--- src/rtl/core/ilir_pkg.sv ---
// Shared types and constants for the indexed list insert/remove block.
// Used by indexed_list_insert_remove and the testbench; depends on nothing.
`default_nettype none

package ilir_pkg;

  localparam int unsigned IlirCapacity = 64;

  typedef enum logic [1:0] {
    OP_INSERT = 2'd0,
    OP_POP    = 2'd1,
    OP_GET    = 2'd2
  } ilir_op_e;

  typedef enum logic [1:0] {
    ST_OK    = 2'd0,
    ST_RANGE = 2'd1,
    ST_FULL  = 2'd2
  } ilir_status_e;

  typedef struct packed {
    logic [1:0]         op;
    logic [7:0]         index;
    logic signed [31:0] value;
  } ilir_req_t;

  typedef struct packed {
    logic [1:0]         status;
    logic signed [31:0] data;
    logic [7:0]         count;
  } ilir_res_t;

endpackage

`default_nettype wire

--- src/rtl/core/ilir_ram.sv ---
// Entry store: one write port, one read port with registered read data.
// Depends on nothing but its parameters.
`default_nettype none

module ilir_ram #(
  parameter int unsigned Depth = 64,
  parameter int unsigned AW    = $clog2(Depth)
) (
  input  wire logic          clk_i,
  input  wire logic          we_i,
  input  wire logic [AW-1:0] waddr_i,
  input  wire logic [31:0]   wdata_i,
  input  wire logic          re_i,
  input  wire logic [AW-1:0] raddr_i,
  output logic      [31:0]   rdata_o
);

  logic [31:0] mem [Depth];

  always_ff @(posedge clk_i) begin
    if (we_i) begin
      mem[waddr_i] <= wdata_i;
    end
  end

  always_ff @(posedge clk_i) begin
    if (re_i) begin
      rdata_o <= mem[raddr_i];
    end
  end

endmodule

`default_nettype wire

--- src/rtl/core/ilir_step.sv ---
// Shared index step unit: next slot toward the end of a shift and the
// end-of-shift compare. Depends on nothing but its parameters.
`default_nettype none

module ilir_step #(
  parameter int unsigned AW = 6
) (
  input  wire logic          up_i,   // 1: walk toward the back (pop)
  input  wire logic [AW-1:0] k_i,
  input  wire logic [AW-1:0] tgt_i,
  output logic      [AW-1:0] nbr_o,
  output logic               done_o
);

  assign nbr_o  = up_i ? (k_i + AW'(1)) : (k_i - AW'(1));
  assign done_o = (k_i == tgt_i);

endmodule

`default_nettype wire

--- src/rtl/core/indexed_list_insert_remove.sv ---
// Indexed ordered list of signed 32-bit entries with insert, pop and get.
// Depends on ilir_pkg, ilir_ram and ilir_step.
//
// Usage: drive req_i and raise start_i; the request beat is taken at the
// clock edge where start_i is high and busy_o is low. Exactly one result
// beat follows on res_o, marked by res_valid_o for one cycle; the receiver
// cannot hold it off. busy_o stays high while a shift or a get is under way.
//
// Sequence, with n the number of entries that move:
//   rejected request (range/full/unused op): result registered straight from the accept
//   get:    a registered entry RAM read, then the result
//   insert: n moves, then the new value is written; n = count - index
//   pop:    n moves, then the fill count drops; n = count - index - 1
// Each moved entry costs a read and a write through the single-port-pair
// entry RAM, stepped by one shared index incrementer/comparator. A new
// request may be taken in the cycle the result is shown.
//
// Reset clears the fill count and the sequencer; entry contents are left
// as they are, since only slots below the count are ever read.
`default_nettype none

module indexed_list_insert_remove
  import ilir_pkg::*;
#(
  parameter int unsigned CAPACITY = IlirCapacity
) (
  input  wire logic      clk_i,
  input  wire logic      rst_ni,
  input  wire logic      start_i,
  input  wire ilir_req_t req_i,
  output logic           busy_o,
  output logic           res_valid_o,
  output ilir_res_t      res_o
);

  localparam int unsigned AW = $clog2(CAPACITY);
  localparam int unsigned CW = $clog2(CAPACITY + 1);

  typedef enum logic [2:0] {
    S_IDLE,
    S_SHIFT,
    S_MOVE,
    S_GET
  } state_e;

  state_e         state_q, state_d;
  logic [CW-1:0]  fill_q, fill_d;
  logic [AW-1:0]  k_q, k_d;
  logic [AW-1:0]  tgt_q, tgt_d;
  logic           up_q, up_d;
  logic [31:0]    val_q, val_d;
  logic           rvalid_d;
  ilir_res_t      res_d;

  logic           ram_we, ram_re;
  logic [AW-1:0]  ram_waddr, ram_raddr;
  logic [31:0]    ram_wdata, ram_rdata;
  logic [AW-1:0]  nbr;
  logic           done;

  logic [7:0]     fill8;
  logic [CW-1:0]  fill_m1;
  logic           in_range;

  assign fill8    = 8'(fill_q);
  assign fill_m1  = fill_q - CW'(1);
  assign in_range = (req_i.index < fill8);

  ilir_ram #(
    .Depth (CAPACITY),
    .AW    (AW)
  ) u_ram (
    .clk_i   (clk_i),
    .we_i    (ram_we),
    .waddr_i (ram_waddr),
    .wdata_i (ram_wdata),
    .re_i    (ram_re),
    .raddr_i (ram_raddr),
    .rdata_o (ram_rdata)
  );

  ilir_step #(
    .AW (AW)
  ) u_step (
    .up_i   (up_q),
    .k_i    (k_q),
    .tgt_i  (tgt_q),
    .nbr_o  (nbr),
    .done_o (done)
  );

  always_comb begin
    state_d   = state_q;
    fill_d    = fill_q;
    k_d       = k_q;
    tgt_d     = tgt_q;
    up_d      = up_q;
    val_d     = val_q;
    rvalid_d  = 1'b0;
    res_d     = '{status: ST_RANGE, data: '0, count: fill8};
    ram_we    = 1'b0;
    ram_waddr = k_q;
    ram_wdata = ram_rdata;
    ram_re    = 1'b0;
    ram_raddr = nbr;

    case (state_q)
      S_IDLE: begin
        if (start_i) begin
          case (req_i.op)
            OP_INSERT: begin
              if (req_i.index > fill8) begin
                rvalid_d = 1'b1;
              end else if (fill_q == CW'(CAPACITY)) begin
                rvalid_d     = 1'b1;
                res_d.status = ST_FULL;
              end else begin
                k_d     = fill_q[AW-1:0];
                tgt_d   = req_i.index[AW-1:0];
                up_d    = 1'b0;
                val_d   = req_i.value;
                state_d = S_SHIFT;
              end
            end
            OP_POP: begin
              if (in_range) begin
                k_d     = req_i.index[AW-1:0];
                tgt_d   = fill_m1[AW-1:0];
                up_d    = 1'b1;
                state_d = S_SHIFT;
              end else begin
                rvalid_d = 1'b1;
              end
            end
            OP_GET: begin
              if (in_range) begin
                ram_re    = 1'b1;
                ram_raddr = req_i.index[AW-1:0];
                state_d   = S_GET;
              end else begin
                rvalid_d = 1'b1;
              end
            end
            default: begin
              rvalid_d = 1'b1;
            end
          endcase
        end
      end
      S_SHIFT: begin
        if (done) begin
          // shift finished: drop the new value in, or retire the popped slot
          if (!up_q) begin
            ram_we    = 1'b1;
            ram_wdata = val_q;
            fill_d    = fill_q + CW'(1);
          end else begin
            fill_d    = fill_m1;
          end
          rvalid_d     = 1'b1;
          res_d.status = ST_OK;
          res_d.count  = 8'(fill_d);
          state_d      = S_IDLE;
        end else begin
          ram_re  = 1'b1;
          state_d = S_MOVE;
        end
      end
      S_MOVE: begin
        // neighbor read is back: write it into the current slot and advance
        ram_we  = 1'b1;
        k_d     = nbr;
        state_d = S_SHIFT;
      end
      S_GET: begin
        rvalid_d     = 1'b1;
        res_d.status = ST_OK;
        res_d.data   = ram_rdata;
        state_d      = S_IDLE;
      end
      default: begin
        state_d = S_IDLE;
      end
    endcase
  end

  always_ff @(posedge clk_i or negedge rst_ni) begin
    if (!rst_ni) begin
      state_q     <= S_IDLE;
      fill_q      <= '0;
      res_valid_o <= 1'b0;
      k_q         <= '0;
      tgt_q       <= '0;
      up_q        <= 1'b0;
      val_q       <= '0;
      res_o       <= '0;
    end else begin
      state_q     <= state_d;
      fill_q      <= fill_d;
      res_valid_o <= rvalid_d;
      k_q         <= k_d;
      tgt_q       <= tgt_d;
      up_q        <= up_d;
      val_q       <= val_d;
      res_o       <= res_d;
    end
  end

  assign busy_o = (state_q != S_IDLE);

  // Every accepted beat either answers next cycle or keeps the block busy.
  a_accept_progress: assert property (@(posedge clk_i) disable iff (!rst_ni)
    (start_i && !busy_o) |=> (res_valid_o || busy_o))
    else $error("accepted request neither answered nor in progress");

  a_count_bound: assert property (@(posedge clk_i) disable iff (!rst_ni)
    res_valid_o |-> (res_o.count <= 8'(CAPACITY)))
    else $error("result count above capacity");

  a_error_no_data: assert property (@(posedge clk_i) disable iff (!rst_ni)
    (res_valid_o && (res_o.status != ST_OK)) |-> (res_o.data == '0))
    else $error("error result carries data");

  a_fill_step: assert property (@(posedge clk_i) disable iff (!rst_ni)
    !busy_o |=> (res_valid_o || $stable(fill_q)))
    else $error("fill changed without a result");

endmodule

`default_nettype wire

--- config.mk ---
export PLATFORM = sky130hd
export DESIGN_NAME = indexed_list_insert_remove
export DESIGN_NICKNAME = d
export VERILOG_FILES = /design/src/rtl/core/ilir_pkg.sv /design/src/rtl/core/ilir_ram.sv /design/src/rtl/core/ilir_step.sv /design/src/rtl/core/indexed_list_insert_remove.sv
export SDC_FILE = /design/constraint.sdc
export NUM_CORES = 2
export LEC_CHECK = 0
export ABC_AREA = 0
export BUFFER_PORTS_ARGS = -buffer_cell sky130_fd_sc_hd__clkbuf_2
export CAP_MARGIN = 10
export CORE_AREA = 2 2 435 437
export DETAILED_ROUTE_END_ITERATION = 10
export DIE_AREA = 0 0 437 439
export GPL_TIMING_DRIVEN = 1
export PLACE_DENSITY = 0.59
export SETUP_SLACK_MARGIN = 0.1
export SKIP_LAST_GASP = 1
export SLEW_MARGIN = 20
export SYNTH_ARGS = -nofsm -noshare
export SYNTH_HDL_FRONTEND = slang
export SYNTH_HIERARCHICAL = 1
export SYNTH_SLANG_ARGS = --single-unit
--- constraint.sdc ---
create_clock -name clk_i -period 6.5 [get_ports clk_i]
set_clock_uncertainty 0.2 [all_clocks]
set_input_delay 0.65 -clock clk_i [delete_from_list [all_inputs] [get_ports clk_i]]
set_output_delay 0.65 -clock clk_i [all_outputs]
set_load 0.02 [all_outputs]
# [Word level (Yosys, flattened, before mapping)]
# Memories as Yosys holds them, arrays and structs flattened. A register that Yosys moved wholly into a read port is not among the register bits.
# Index checks and enable logic that the tools add are counted.
[op_classes] add_sub_neg=4 order_cmp=2 eq_ne=17 mux=57 bitwise=2 reduce_logical=11
[ops] op="32-bit 2-to-1 mux" count=4
[ops] op="6-bit 2-to-1 mux" count=12
[ops] op="6-bit one-hot mux with 2 select lines" count=3
[ops] op="3-bit one-hot mux with 3 select lines" count=2
[ops] op="6-bit AND reduction" count=3
[ops] op="1-bit 2-to-1 mux" count=17
[ops] op="3-bit 2-to-1 mux" count=5
[ops] op="7-bit 2-to-1 mux" count=2
[ops] op="3-bit != test, second input constant" count=4
[ops] op="2-bit 2-to-1 mux" count=5
[ops] op="8-bit by 7-bit > comparator with 1-bit output" count=1
[ops] op="8-bit by 7-bit less-than comparator with 1-bit output" count=1
[ops] op="8-bit 2-to-1 mux" count=1
[ops] op="2-bit != test, second input constant" count=4
[ops] op="1-bit one-hot mux with 2 select lines" count=4
[ops] op="7-bit by 1-bit adder with 7-bit output, second input constant" count=1
[ops] op="7-bit == test, second input constant" count=1
[ops] op="7-bit by 1-bit subtractor with 7-bit output, second input constant" count=1
[ops] op="6-bit by 1-bit adder with 6-bit output, second input constant" count=1
[ops] op="3-bit by 2-bit == test with 1-bit output, second input constant" count=2
[ops] op="6-bit == test" count=1
[ops] op="2-bit one-hot mux with 3 select lines" count=1
[ops] op="6-bit by 1-bit subtractor with 6-bit output, second input constant" count=1
[ops] op="5-bit AND reduction" count=1
[ops] op="13 further kinds" count=15
[totals] reg_bits=98 mem_bits_rw=2048 out_inout_bits=44 wordCells=104 n_memories=1
[mem_list] memory="u_ram.mem" words=64 width=32 rd=1 rd_ports_with_merged_regs=1 wr=1 line_no="ilir_ram.sv:18" text="logic [31:0] mem [Depth];"

# [Depth between registers and ports, before layout]
[logic_depth] ltp_word=6 depth_mapped=18

# [Cells and area by module]
# The synthesis kept the hierarchy.
[modules_own_cells] module="ilir_ram" n_inst=1 cells_each=3421 area_each_um2=78804.3 seq_area_each_um2=62459.9
[modules_own_cells] module="indexed_list_insert_remove" n_inst=1 cells_each=460 area_each_um2=4712.0 seq_area_each_um2=2402.3
[modules_own_cells] module="ilir_step" n_inst=1 cells_each=28 area_each_um2=245.2 seq_area_each_um2=0.0

# [Worst setup path after synthesis]
# Ideal clock, no wire load.
[synth_timing] path_kind="flip-flop to flip-flop" from="register k_q[0]" to="memory u_ram.mem[50][0], enable pin" setup_time_ns=0.461 t_arrival_ns=4.426 required_ns=5.839 path_slack_ns=1.413 path_stages_with_launch=10 cell_sequence="dfrtp_1 xor2_1 nor3_1 nand2_1 clkbuf_1 nor2_1 o21a_1 clkbuf_1 nand4b_1 nor3_1"
[synth_via] elab_chain_len=5
[synth_lines] item="start: declaration" line_no="indexed_list_insert_remove.sv:48" text="logic [AW-1:0] k_q, k_d;"
[synth_lines] item="start signal: assignment" line_no="indexed_list_insert_remove.sv:201" text="k_q <= k_d;"
[synth_lines] item="6-bit == test" line_no="ilir_step.sv:16" text="assign done_o = (k_i == tgt_i);"
[synth_lines] item="net done" line_no="indexed_list_insert_remove.sv:59" text="logic done;"
[synth_lines] item="1-bit 2-to-1 mux" line_no="indexed_list_insert_remove.sv:151" text="if (done) begin"
[synth_lines] item="1-bit one-hot mux with 2 select lines" line_no="indexed_list_insert_remove.sv:107" text="case (state_q)"
[synth_lines] item="net ram_we" line_no="indexed_list_insert_remove.sv:55" text="logic ram_we, ram_re;"
[synth_lines] item="1-bit 2-to-1 mux" line_no="ilir_ram.sv:21" text="if (we_i) begin"
[synth_lines] item="1-bit 2-to-1 mux (not written as such)" line_no="ilir_ram.sv:22" text="mem[waddr_i] <= wdata_i;"
[synth_lines] item="end: declaration" line_no="ilir_ram.sv:18"
# The timed path passes the listed nets, and every way through them passes these cells.

# [Worst setup path in the final report]
[layout_timing] from="register fill_q[5]" to="register u_ram.rdata_o[26] (read register of u_ram.mem) (data pin)"
[layout_via] elab_chain_len=5 word_cells_on_any_way=9 classes_between="1 x order compare; 8 x mux"
[layout_lines] item="start: declaration" line_no="indexed_list_insert_remove.sv:47" text="logic [CW-1:0] fill_q, fill_d;"
[layout_lines] item="start signal: assignment" line_no="indexed_list_insert_remove.sv:199" text="fill_q <= fill_d;"
[layout_lines] item="8-bit by 7-bit less-than comparator with 1-bit output" line_no="indexed_list_insert_remove.sv:67" text="assign in_range = (req_i.index < fill8);"
[layout_lines] item="6-bit 2-to-1 mux" line_no="indexed_list_insert_remove.sv:136" text="if (in_range) begin"
[layout_lines] item="6-bit 2-to-1 mux" line_no="indexed_list_insert_remove.sv:110" text="case (req_i.op)"
[layout_lines] item="6-bit 2-to-1 mux" line_no="indexed_list_insert_remove.sv:109" text="if (start_i) begin"
[layout_lines] item="6-bit 2-to-1 mux" line_no="indexed_list_insert_remove.sv:107"
[layout_lines] item="net ram_raddr[0]" line_no="indexed_list_insert_remove.sv:56" text="logic [AW-1:0] ram_waddr, ram_raddr;"
[layout_lines] item="end: declaration" line_no="ilir_ram.sv:15" text="output logic [31:0] rdata_o"
# The timed path passes the listed nets, and every way through them passes these cells.
# A chain may end at the register's enable or synchronous reset.

==> impl_metrics.csv <==
group,metric,value,unit
outcome,status,"completed",
power,p_leak,30.7,nW
critical_path,endpoint_kind,"register",
synth,mappedNetlistArea,83800,sq um
global_route,grt_overflow,0,
floorplanning,fp-row-count,159,
synth,synth-simple-area-share,0.0260,
critical_path,cpMaxStageDelayCell,"o21ai_4",
synth,seq_area_frac_synth,0.774,
sta,hold_ws,56.7,ps
power,vdd_drop_max,547,uV
detailed_routing,routed_wl,228,mm
placed_design,pre_cts_slack,466,ps
sta,hold_violations,0,
sta,fmax,171,MHz
detailed_routing,wl_per_cell,32.9,um
synth,synth_top_family_by_area,"multiplexers",
critical_path,crit_path_start_kind,"register",
cts,cts_tree,"built",
flow_run,drv_cap,0,
floorplanning,io_pins,89,
sta,rsz0062_at_grt,"no",
detailed_routing,ant_nets,0,
critical_path,cpPeakStageDelay,1000,ps
min_path,min_from,"req_i[37]",
cts,clockBufferDepth,3,
detailed_routing,viasPerCell,6.09,
detailed_routing,drt_iter0_markers,5410,
synth,synth_compound_area_frac,0.0306,
placed_design,place_congestion,0.836,
sta,setup_viol,0,
critical_path,path_cells,"inv_1 -> ha_1 -> a21o_1 -> a211oi_2 -> and3_1 -> nand4_1 -> o21ai_4 -> buf_12 -> buf_12 -> mux4_2 -> nor2b_1 -> a211oi_1 -> o22ai_1 -> o21a_1",
synth,syn_avg_cell_area,21.4,sq um
finish,final_cell_mix,"2080 x edfxtp_1, 490 x mux4_2, 218 x clkbuf_16, 178 x buf_4, 133 x nand2_1",
detailed_routing,drc,0,
cts,cts-buffers-inserted,217,
critical_path,r2r_start,"fill_q[5]$_DFFE_PN0P_",
cts,clk_latency,870,ps
cts,clk_pin_slew,60,ps
synth,ys_warn_count,6,
synth,synthCells,3909,
global_route,grt_pass1_wl,320,mm
synth,synth_top_area_frac,0.746,
synth,synth_area_leader_cell,"edfxtp_1",
floorplanning,die_w,437,um
sta,worst_slew_pin_slew,1120,ps
synth,yosys-top-cells-area,"edfxtp_1 75%, mux4_2 13%, dfrtp_1 2.9%, o22ai_1 0.84%, mux2_2 0.79%",
floorplanning,core_area,187000,sq um
synth,synth_mux_area_frac,0.148,
cts,htree_levels,4,
synth,ys_types,68,
sta,setup_tns,0,ps
synth,synth_xor_area_frac,0.00272,
synth,syn_nets,3977,
detailed_routing,firstDrtPassIters,6,
critical_path,crit_fanout,26,
global_route,grt_pass1_vias,42286,
critical_path,startpoint,"fill_q[5]$_DFFE_PN0P_",
placed_design,dp_hpwl,132,mm
finish,syn_to_final_growth,14.7,%
finish,fill_cells,14759,
sta,post-route-min-period,5860,ps
sta,setup_ws,641,ps
sta,max-slew-margin-rel,0.255,
synth,ys.flop_type,"edfxtp_1",
finish,drive_above_1_share,0.289,
placed_design,portBuffers,87,
global_route,antenna_found_initial,4,
cts,cts_root_buffer,"clkbuf_16",
floorplanning,die_area,192000,sq um
critical_path,crit_top_cell,"buf_12",
cts,cts.sinks,2176,
power,report.power.total,0.0464,W
synth,synthArstFlopShare,0.0441,
critical_path,arrival,6250,ps
critical_path,cp_data_required_time,6890,ps
synth,synth-edff-count,2080,
detailed_routing,vias,42177,
global_route,grt_max_degree,93,
min_path,hold_class,"in -> reg",
floorplanning,start_util,0.448,
power,power_density,483,nW/um^2
synth,synthAdderAreaFrac,0.00353,
floorplanning,die_h,439,um
finish,final_nets,4317,
sta,min_period_over_period,0.901,
critical_path,crit_type,"reg -> reg",
finish,final_common_cell,"edfxtp_1",
sta,final_max_slew_viol_count,0,
synth,yosys_register_bits,2176,
global_route,grt_usage,0.236,
==> path summary, 6_finish.rpt <==
kind	to	slack, ps	depth (start not counted)
min	tgt_q[5]$_DFFE_PN0P_	60	3
min reg2reg	res_o[9]$_DFF_PN0_	300	1
min in group asynchronous	res_o[6]$_DFF_PN0_	150	2
max	u_ram/rdata_o[26]$_DFFE_PP_	640	14
max reg2reg	u_ram/rdata_o[26]$_DFFE_PP_	640	14
max in group asynchronous	val_q[30]$_DFFE_PN0P_	4630	3
==> cells by family after synthesis <==
logic type / Yosys count
simple gates: 456
flops: 2176
buf+inv: 235
fa+ha+maj: 23
other cells: 1
mux: 615
compound gates: 377
xor+xnor: 26
==> routing by layer <==
metal / global-route usage / vias to the layer above / share of wire
met1: 0.334 / 22969 / 0.41
met3: 0.0430 / 297 / 0.082
met5: 0 / - / 0
li1: - / 16995 / -
met2: 0.381 / 1916 / 0.48
met4: 0.0639 / 0 / 0.025
==> worst max-delay path, delay by kind of cell (launching register included) <==
family | cells | cell delay [ps]
AOI/OAI and AO/OA | 6 | 2430
adders and majority gates | 1 | 310
buffers and inverters | 3 | 680
DFF | 1 | 460
muxes | 1 | 510
and+or+nand+nor | 3 | 1000
==> registers in the layout (all words and copies together), names as in the netlist, 2 cells and up <==
signal and flops:
k_q 6, val_q 32, u_ram/rdata_o 32, tgt_q 6, fill_q 7, res_o 41
state_q 2, u_ram/mem 2048
==> where the power goes <==
part           total, W  internal (W)  switching [W]  leakage [nW]
registers        0.0185        0.0181       0.000402          20.0
logic            0.0159       0.00580         0.0102          7.49
clock network    0.0119       0.00661        0.00532          3.26
==> cells in the mapped netlist (5+ instances only) <==
cell type  number
buf_4          52
nor2b_1        31
ha_1           22
and3_1          7
a311oi_1        6
nand2b_1       14
o21a_1         16
inv_1          14
mux2_2         59
a211oi_1       18
xnor2_1        22
mux2i_1        63
o22ai_1       112
nand2_1       166
or3_1          10
nor4_1         19
dfrtp_1        96
o221a_2         7
clkbuf_1       83
and2_1         37
a31oi_1        11
nor3_1         20
buf_2          58
nor2_1         87
a21oi_1        39
a22oi_1        63
nand4_1         5
buf_1          10
mux4_2        490
o21ai_1        16
o221ai_1       25
o211a_1         7
or2_2           7
buf_6          14
edfxtp_1     2080
o21ai_0        35
nand3_1        40
==> cell type report <==
class | instances | area [sq um] | area share
Sequential cell | 2176 | 64900 | 0.675
Multi-Input combinational cell | 1498 | 18300 | 0.191
Clock buffer | 270 | 5650 | 0.0588
Tap cell | 2495 | 3120 | 0.0325
Timing Repair Buffer | 340 | 2940 | 0.0306
Clock inverter | 129 | 1110 | 0.0115
Inverter | 16 | 60.1 | 0.000625
Antenna cell | 6 | 15.0 | 0.000156
==> per-stage QoR <==
stage	area [sq um]	utilization	instances
2_1_floorplan	83800	-	3909
3_3_place_gp	88900	0.475	6490
3_5_place_dp	88900	0.476	6490
4_1_cts	96000	0.514	6924
5_1_grt	96100	0.514	6925
6_report	96100	0.514	6930
==> repair_timing <==
item / CTS / global route
hold buffers: 35 / 0
gates resized for setup: 0 / 0
endpoints found under the hold margin: 74 / 0
setup buffers: 0 / 0
Note: power is estimated with default switching activity, not from simulation.
